### src/rtl/thsh_pkg.sv
// Shared types and constants for the terrain height snap block.
// No dependencies; imported by thsh_ctrl, thsh_datapath and the top level.
package thsh_pkg;

    localparam int CW  = 16;  // coordinate width, Q7.8
    localparam int EW  = 17;  // edge / offset component width
    localparam int DW  = 28;  // truncated dot product width
    localparam int AW  = 36;  // dot product accumulator width
    localparam int PW  = 56;  // den / vn / wn width
    localparam int FW  = 16;  // barycentric fraction width
    localparam int SW  = 35;  // height accumulator width
    localparam int RW  = 9;   // triangle count register width

    typedef enum logic [1:0] {
        MODE_VERTEX   = 2'd0,
        MODE_TRIANGLE = 2'd1,
        MODE_QUERY    = 2'd2,
        MODE_NONE     = 2'd3
    } t_mode;

    typedef enum logic [1:0] {
        REG_TRI_COUNT   = 2'd0,
        REG_SNAP_OFFSET = 2'd1,
        REG_LOWER_THR   = 2'd2,
        REG_UPPER_THR   = 2'd3
    } t_reg;

    typedef enum logic [4:0] {
        S_IDLE, S_SCAN, S_RD_TRI, S_CHK, S_RD_B, S_RD_C, S_EDGE, S_DOT,
        S_MUL, S_TEST, S_DIV, S_HGT1, S_HGT2, S_HGT3, S_NEXT, S_FINISH
    } t_state;

    typedef enum logic [3:0] {
        OP_NOP, OP_QSTART, OP_TRI_RD, OP_RD_A, OP_RD_B, OP_RD_C, OP_EDGE,
        OP_DOT, OP_MUL, OP_DIV_INIT, OP_DIV, OP_H1, OP_H2, OP_H3,
        OP_TRI_INC, OP_FINISH
    } t_op;

    typedef struct packed {
        t_op        op;
        logic [2:0] dot_sel;
        logic [1:0] comp_sel;
        logic [3:0] step;
    } t_cmd;

    typedef struct packed {
        logic scan_end;
        logic bad_corner;
        logic reject;
    } t_stat;

endpackage

### src/rtl/thsh_ctrl.sv
// Query sequencer: steps one triangle at a time through read, dot, multiply,
// test, divide and interpolate. Depends on thsh_pkg.
module thsh_ctrl
    import thsh_pkg::*;
(
    input  logic  i_clk,
    input  logic  i_rst_n,
    input  logic  i_query_go,
    input  t_stat i_stat,
    output t_cmd  o_cmd,
    output logic  o_busy
);

    t_state     r_state, n_state;
    logic [3:0] r_cnt, n_cnt;
    logic [2:0] r_dot, n_dot;
    logic [1:0] r_comp, n_comp;

    always_ff @(posedge i_clk) begin
        if (!i_rst_n) begin
            r_state <= S_IDLE;
            r_cnt   <= '0;
            r_dot   <= '0;
            r_comp  <= '0;
        end else begin
            r_state <= n_state;
            r_cnt   <= n_cnt;
            r_dot   <= n_dot;
            r_comp  <= n_comp;
        end
    end

    // step counters
    always_comb begin
        n_cnt  = 4'd0;
        n_dot  = 3'd0;
        n_comp = 2'd0;
        case (r_state)
            S_DOT: begin
                if (r_comp == 2'd2) begin
                    n_dot = r_dot + 3'd1;
                end else begin
                    n_dot  = r_dot;
                    n_comp = r_comp + 2'd1;
                end
            end
            S_MUL, S_DIV: begin
                n_cnt = r_cnt + 4'd1;
            end
            default: begin
                n_cnt = 4'd0;
            end
        endcase
    end

    // next state
    always_comb begin
        n_state = r_state;
        case (r_state)
            S_IDLE:   if (i_query_go) n_state = S_SCAN;
            S_SCAN:   n_state = i_stat.scan_end ? S_FINISH : S_RD_TRI;
            S_RD_TRI: n_state = S_CHK;
            S_CHK:    n_state = i_stat.bad_corner ? S_NEXT : S_RD_B;
            S_RD_B:   n_state = S_RD_C;
            S_RD_C:   n_state = S_EDGE;
            S_EDGE:   n_state = S_DOT;
            S_DOT:    if (r_dot == 3'd4 && r_comp == 2'd2) n_state = S_MUL;
            S_MUL:    if (r_cnt == 4'd11) n_state = S_TEST;
            S_TEST:   n_state = i_stat.reject ? S_NEXT : S_DIV;
            S_DIV:    if (r_cnt == 4'd15) n_state = S_HGT1;
            S_HGT1:   n_state = S_HGT2;
            S_HGT2:   n_state = S_HGT3;
            S_HGT3:   n_state = S_FINISH;
            S_NEXT:   n_state = S_SCAN;
            S_FINISH: n_state = S_IDLE;
            default:  n_state = S_IDLE;
        endcase
    end

    // command outputs
    always_comb begin
        o_cmd.op       = OP_NOP;
        o_cmd.dot_sel  = r_dot;
        o_cmd.comp_sel = r_comp;
        o_cmd.step     = r_cnt;
        case (r_state)
            S_IDLE:   o_cmd.op = i_query_go ? OP_QSTART : OP_NOP;
            S_RD_TRI: o_cmd.op = OP_TRI_RD;
            S_CHK:    o_cmd.op = OP_RD_A;
            S_RD_B:   o_cmd.op = OP_RD_B;
            S_RD_C:   o_cmd.op = OP_RD_C;
            S_EDGE:   o_cmd.op = OP_EDGE;
            S_DOT:    o_cmd.op = OP_DOT;
            S_MUL:    o_cmd.op = OP_MUL;
            S_TEST:   o_cmd.op = OP_DIV_INIT;
            S_DIV:    o_cmd.op = OP_DIV;
            S_HGT1:   o_cmd.op = OP_H1;
            S_HGT2:   o_cmd.op = OP_H2;
            S_HGT3:   o_cmd.op = OP_H3;
            S_NEXT:   o_cmd.op = OP_TRI_INC;
            S_FINISH: o_cmd.op = OP_FINISH;
            default:  o_cmd.op = OP_NOP;
        endcase
    end

    assign o_busy = (r_state != S_IDLE);

endmodule

### config.mk
export PLATFORM = sky130hd
export DESIGN_NAME = thsh_ctrl
export DESIGN_NICKNAME = d
export VERILOG_FILES = /design/src/rtl/thsh_pkg.sv /design/src/rtl/thsh_ctrl.sv
export SDC_FILE = /design/constraint.sdc
export NUM_CORES = 1
export LEC_CHECK = 0
export BUFFER_PORTS_ARGS = -buffer_cell sky130_fd_sc_hd__buf_2
export CORE_MARGIN = 2
export CORE_UTILIZATION = 51
export CTS_BUF_LIST = sky130_fd_sc_hd__clkbuf_8
export CTS_CLUSTER_DIAMETER = 120
export DETAILED_ROUTE_END_ITERATION = 12
export MAX_ROUTING_LAYER = met4
export PLACE_DENSITY = 0.83
export SYNTH_ARGS = -nofsm -noshare
export SYNTH_HDL_FRONTEND = slang
export SYNTH_SLANG_ARGS = --single-unit
### constraint.sdc
create_clock -name i_clk -period 1.9 [get_ports i_clk]
set_input_delay 0.57 -clock i_clk [delete_from_list [all_inputs] [get_ports i_clk]]
set_output_delay 0.57 -clock i_clk [all_outputs]
set_load 0.05 [all_outputs]
==> out/metrics.sh, run 1 <==
PLACE_CONGESTION=0.787
CTS_TREE='done'
POST-ROUTE-CELL-AREA_UM2=910
DPL-INSTANCE-AREA_UM2=865
NNETSFINAL=125
SYN2LAYOUT_AREA_GROWTH_PCT=16.5
RSZ0062_AT_GRT='no'
WL_MM=1.57
SYNTH.FF_LATCH_COUNT=13
FIRST_GLOBAL_VIAS=686
FINAL-SETUP-VIOL-COUNT=0
MIN_PATH_TYPE='reg2reg'
POST_CTS_HOLD_BUFFER_COUNT=0
DR.FIRST_ITER.DRC_COUNT=7
SYNTH.TOP_CELLS.BY_COUNT='dfxtp_1 (13), nor2_1 (10), inv_1 (6), nand2_1 (6), nand3_1 (5)'
POST_DRT_VIA_CELL_RATIO=5.45
NUMBER_OF_ANTENNA_VIOLATIONS_AT_THE_FIRST_CHECK_IN_GLOBAL_ROUTING=0
GR-TOTAL-OVERFLOW=0
GRT_MAX_DEGREE=19
CRIT_PATH_MAX_FANOUT=3
REG2REG_SLACK_NS=0.36
FP.COREAREA_UM2=1470
FINAL_HPWL_FROM_DETAILED_PLACEMENT_MM=1.11
STATUS='completed'
TIGHTEST_SLEW_NS=0.306
WORSTSETUPPATHTYPE='reg2out'
CTS_MAX_PATH_BUFFERS=2
DIE_HEIGHT_UM=43.1
DIEAREA_UM2=1860
TRITONCTS.NUM_BUFFERS=3
POWER.IR.VDD_WORST_mV=0.613
CTS.SINK_COUNT=13
PERIOD_MINUS_SLACK_NS=1.79
WIDTH_OF_THE_CHIP_UM=43.1
TOTAL_LEAKAGE_POWER_nW=0.401
SYNTH.YOSYS.WARNINGS=0
SYNTHESIZED_INSTANCE_COUNT=96
FINAL_LAYOUT_SIZE_SUFFIX_GT1_SHARE_PCT=24.6
PLACEDCELLCOUNT=126
FINAL.SETUP.TNS_NS=0
ROWS=14
CRIT_ARRIVAL_NS=1.22
FINAL-MAX-SLEW-VIOLATION-COUNT=0
ROUTE.VIAS.TOTAL=708
CLOCK_INSERTION_DELAY_WORST_SKEW_NS=0.24
ASYNC_RESET_FF_SHARE_PCT=0
SYNTHFLOPTYPE='dfxtp_1'
SYNTH_TOP_CELL_AREA_SHARE_PCT=33.3
PORT-BUFFER-COUNT=19
PWR_DENSITY_CELL_nW_PER_UM2=1290
GRT_PASS1_WL_MM=2.69
FINALPOWER_W=0.00118
SLEW_HEADROOM_PCT=79.6
CTS_SETUP_BUFFERS=0
IOS=20
DRT_DRC_VIOLATIONS_LEFT=0
POST_CTS_RESIZED=0
FMAX_GHz=0.558
CP_REQUIRED_NS=1.33
GROUTE.USAGE.OVERALL_PCT=19.1
DRT_FIRST_PASS_ITERS=4
INITIAL_UTILIZATION_PCT=53.1
DETAIL_ROUTE.WL_PER_CELL_UM=12.1
DIODES=0
CAP_VIOLATIONS=0
POST_LAYOUT_NONFILLER_INSTANCES=130
CTSHTREEMAXLEVEL=1
SYNTH.AREA.TOP_CELLS='dfxtp_1 (33%), ha_1 (6.4%), nor2_1 (4.8%), nand3_1 (3.2%), buf_4 (2.9%)'
LAYOUT_WORST_PATH_CYCLE_SHARE_PCT=94.3
HOLD_VIOLATION_COUNT_IN_THE_FINAL_REPORT=0
YOSYSMOSTFREQUENTCELL='dfxtp_1'
CLOCK-SKEW-FINAL_NS=0.00155
FILLERINSTANCES=148
CLOCK_INPUT_TRANSITION_AT_THE_SEQUENTIAL_CELLS_OF_THE_WORST_SETUP_AND_HOLD_PATHS_NS=0.05
CRIT_PATH_END_KIND='output port'
SYN-NUM-NETS=106
CTS-ROOT-BUF='clkbuf_8'
SYNTHDOMINANTAREACELLTYPE='dfxtp_1'
POSTSYNTHAREAPERCELL_UM2=8.13
STARTPOINT_TYPE='register'
YS_SEQ_AREA_SHARE_PCT=33.3
YS_TYPES=34
POST_SYNTH_EDFFS=0
MIN_HOLD_SLACK_NS=0.457
SYNTH.CELL_AREA_UM2=781
DETAIL-ROUTE-ANTENNA-NETS=0
-- worst max-delay path, stage by stage (launching register included) --
cell     delay, ns
dfxtp_1       0.32
nor3_2        0.23
nand3_1       0.10
o21ai_1       0.07
buf_2         0.27
-- report_power, final --
group	internal (W)	switching, W
combinational	0.000193	0.000419
sequential	0.000305	0.0000197
clock	0.000142	0.0000959
-- per-layer routing --
layer	share of wire (%)	vias to the layer above	wire (um)	track usage [%]
met5	0	-	0	-
met4	1.1	0	17	9.09
met3	4.1	4	65	2.98
met2	51	13	800	33.1
met1	44	320	687	21.1
li1	-	371	-	-
-- cell type report --
cell class                 count  area, um2  area share, %
timing repair buffer          23        125           13.8
tap                           16       20.0           2.20
clock buffer                   3       41.3           4.54
multi-input combinational     68        437           48.0
clock inverter                 1       3.75          0.413
sequential                    13        260           28.6
inverter                       6       22.5           2.48
-- sequential cells by signal, indices dropped and copies added (netlist names) --
name     cells
r_cnt        4
r_comp       2
r_dot        3
r_state      4
-- placed cells by master (no fill, tap or decap), types with 2 or more instances in the layout --
master / instances
nand2_1: 6
inv_1: 7
nor2b_1: 3
buf_4: 4
ha_1: 4
nor2_1: 10
dfxtp_1: 13
and3_1: 2
xnor2_1: 2
a21oi_1: 4
o32ai_1: 2
o21ai_1: 5
nand2b_1: 3
xor2_1: 2
nand3_1: 5
a31oi_1: 2
o211ai_1: 2
clkbuf_8: 3
nor3_1: 3
buf_2: 19
-- path summary, 6_finish.rpt --
kind / start / endpoint / cells past startpoint
worst max register to register: r_comp[0] / r_state[1] / 6
worst min-delay path: r_comp[0] / r_comp[0] / 1
worst max-delay path: r_state[3] / o_cmd[9] / 4
worst min register to register: r_comp[0] / r_comp[0] / 1
-- metrics by stage --
step	setup slack, ns	utilization (%)
2_1_floorplan	0.143	-
3_3_place_gp	0.281	58.8
3_5_place_dp	0.265	58.8
4_1_cts	0.0924	61.8
5_1_grt	0.0403	61.8
6_report	0.108	61.8
-- logic make-up (layout without fill, tap and decap cells) --
logic type | Yosys count | in the layout | share of synthesized area [%]
multiplexers | 1 | 1 | 1.28
buffers and inverters | 15 | 33 | 10.7
adder cells (fa/ha/maj) | 4 | 4 | 6.41
AO/OA/AOI/OAI | 21 | 21 | 17.5
XOR/XNOR | 4 | 4 | 4.49
flip-flops | 13 | 13 | 33.3
AND/OR/NAND/NOR | 38 | 38 | 26.3
No activity file was read; power rests on OpenSTA's default activity.
==> inputs of run 2 (changes only) <==
Settings changed: CTS_BUF_LIST sky130_fd_sc_hd__clkbuf_8 to default.
==> run 2 against run 1 <==
Sequential share of layout area grew 0.52 points. First-iteration DRC count grew 14%. Cell area shrank 1.8%. Critical path depth is the same. Critical path type unchanged.
==> out/metrics.sh, run 2 (synthesized netlist as in run 1, its figures left out) <==
STATUS='completed'
HOLD_PATH_DEPTH=1  # unchanged
DPL_WORST_SLACK_NS=0.265  # unchanged
DETAIL-ROUTE-ANTENNA-NETS=0  # unchanged
POST_DRT_VIA_CELL_RATIO=5.58  # +2.5%
PLACEDCELLCOUNT=126  # unchanged
PORT-BUFFER-COUNT=19  # unchanged
NNETSFINAL=125  # unchanged
DIE_HEIGHT_UM=43.1  # unchanged
INITIAL_UTILIZATION_PCT=53.1  # unchanged
DPL-INSTANCE-AREA_UM2=865  # unchanged
CTS.SINK_COUNT=13  # unchanged
WORSTREG2REGSTART='r_comp[0]'
CRIT_ARRIVAL_NS=1.24  # +0.02 ns
FINALPOWER_W=0.00111  # -5.3%
REG2REG_SLACK_NS=0.35  # about the same
DIEAREA_UM2=1860  # unchanged
GROUTE.USAGE.OVERALL_PCT=18.8  # -0.36 points
POST_CTS_HOLD_BUFFER_COUNT=0  # unchanged
GR-TOTAL-OVERFLOW=0  # unchanged
RSZ0062_AT_GRT='no'
FMAX_GHz=0.553  # -0.87%
CLOCK_INPUT_TRANSITION_AT_THE_SEQUENTIAL_CELLS_OF_THE_WORST_SETUP_AND_HOLD_PATHS_NS=0.08  # +0.03 ns
WIDTH_OF_THE_CHIP_UM=43.1  # unchanged
TRITONCTS.NUM_BUFFERS=3  # unchanged
CRITICAL_PATH.STARTPOINT='r_state[3]'
STARTPOINT_TYPE='register'
CRIT_PATH_END_KIND='output port'
DR.FIRST_ITER.DRC_COUNT=8  # +1
WL_MM=1.55  # -1.3%
WORSTREG2REGEND='r_state[1]'
CTSHTREEMAXLEVEL=1  # unchanged
CLOCK-SKEW-FINAL_NS=0.000992  # -0.000562 ns
FINAL_HPWL_FROM_DETAILED_PLACEMENT_MM=1.11  # unchanged
FP.COREAREA_UM2=1470  # unchanged
CTS-ROOT-BUF='clkbuf_4'
POST-ROUTE-CELL-AREA_UM2=893  # -1.8%
CP_REQUIRED_NS=1.33  # about the same
ROWS=14  # unchanged
NUMBER_OF_ANTENNA_VIOLATIONS_AT_THE_FIRST_CHECK_IN_GLOBAL_ROUTING=0  # unchanged
POST_LAYOUT_NONFILLER_INSTANCES=130  # unchanged
CTS_MAX_PATH_BUFFERS=2  # unchanged
TOTAL_LEAKAGE_POWER_nW=0.389  # -2.9%
FINAL.SETUP.TNS_NS=0  # unchanged
GRT_MAX_DEGREE=19  # unchanged
ROUTE.VIAS.TOTAL=726  # +2.5%
WORSTSETUPPATHTYPE='reg2out'
IOS=20  # unchanged
TIGHTEST_SLEW_NS=0.305  # -0.000974 ns
CLOCK_INSERTION_DELAY_WORST_SKEW_NS=0.27  # +0.03 ns
LAYOUT_COMMONEST_CELL='buf_2'
POWER.IR.VDD_WORST_mV=0.552  # -9.9%
FINAL_LAYOUT_SIZE_SUFFIX_GT1_SHARE_PCT=24.6  # unchanged
DETAIL_ROUTE.WL_PER_CELL_UM=11.9  # -1.3%
HOLD_VIOLATION_COUNT_IN_THE_FINAL_REPORT=0  # unchanged
LAYOUT_WORST_PATH_CYCLE_SHARE_PCT=95.1  # +0.83 points
CTS_TREE='done'
FINAL-SETUP-VIOL-COUNT=0  # unchanged
FINAL_CELL_MIX='buf_2 (18), dfxtp_1 (13), nor2_1 (10)'
DIODES=0  # unchanged
MIN_PATH_TYPE='reg2reg'
CTS_SETUP_BUFFERS=0  # unchanged
CRIT_PATH_MAX_FANOUT=3  # unchanged
WORSTHOLDSTART='r_comp[0]'
LARGESTREGISTERS='r_cnt: 4 flops, r_state: 4 flops, r_dot: 3 flops'
FINAL-MAX-SLEW-VIOLATION-COUNT=0  # unchanged
WORST-R2R-CELL-COUNT=6  # unchanged
SLEW_HEADROOM_PCT=79.7  # about the same
CAP_VIOLATIONS=0  # unchanged
GRT_PASS1_WL_MM=2.64  # -1.8%
DRT_FIRST_PASS_ITERS=4  # unchanged
PWR_DENSITY_CELL_nW_PER_UM2=1250  # -3.6%
WHS_ENDPOINT='r_comp[0]'
SYN2LAYOUT_AREA_GROWTH_PCT=14.4
FIRST_GLOBAL_VIAS=687  # +0.15%
DRT_DRC_VIOLATIONS_LEFT=0  # unchanged
PERIOD_MINUS_SLACK_NS=1.81  # +0.0158 ns
PLACE_CONGESTION=0.787  # unchanged
POSTLAYOUTSETUPSLACKWORST_NS=0.0926  # -0.0158 ns
run 2: cell type report:
| cell class | instances | area [um2] |
|---|---|---|
| Clock buffer | 4 | 26.3 |
| Fill cell | 146 | 578 |
| Inverter | 6 | 22.5 |
| Timing Repair Buffer | 23 | 128 |
| Tap cell | 16 | 20.0 |
| Sequential cell | 13 | 260 |
| Multi-Input combinational cell | 68 | 437 |
run 2: power breakdown:
| part | switching, W | total, W | internal, W | leakage (nW) |
|---|---|---|---|---|
| combinational | 0.000418 | 0.000618 | 0.000199 | 0.268 |
| clock | 0.0000891 | 0.000170 | 0.0000811 | 0.0150 |
| sequential | 0.0000200 | 0.000325 | 0.000304 | 0.105 |
| total | 0.000527 | 0.00111 | 0.000585 | 0.389 |
run 2: worst max path at each step:
| stage | slack, ns | to | cells after the start |
|---|---|---|---|
| global placement | 0.28 | o_cmd[9] | 4 |
| global route | 0.02 | o_cmd[9] | 4 |
| detailed placement | 0.27 | o_cmd[9] | 4 |
| floorplan | 0.14 | o_cmd[9] | 3 |
| CTS | 0.05 | o_cmd[9] | 4 |
| finish | 0.09 | o_cmd[9] | 4 |
run 2: routing by layer:
layer / track usage (%) / wire length, um
met1: 20.3 / 653
met2: 32.8 / 807
met3: 2.98 / 77
met4: 9.09 / 11
met5: - / 0
run 2: metrics by stage:
step	utilization, %	hold WS [ns]
floorplan	-	0.629
global placement	58.8	0.435
detailed placement	58.8	0.442
CTS	60.5	0.457
global route	60.7	0.490
finish	60.7	0.461
run 2: repair_timing:
action	in CTS	in global routing
resized for setup	0	1
setup endpoints to repair	0	1
endpoints found under the hold margin	0	0
run 2: worst max-delay path, stage by stage (launching register included):
cell and delay [ns]:
dfxtp_1 0.33, nor3_2 0.23, nand3_1 0.10, o21ai_1 0.07
clkbuf_4 0.24
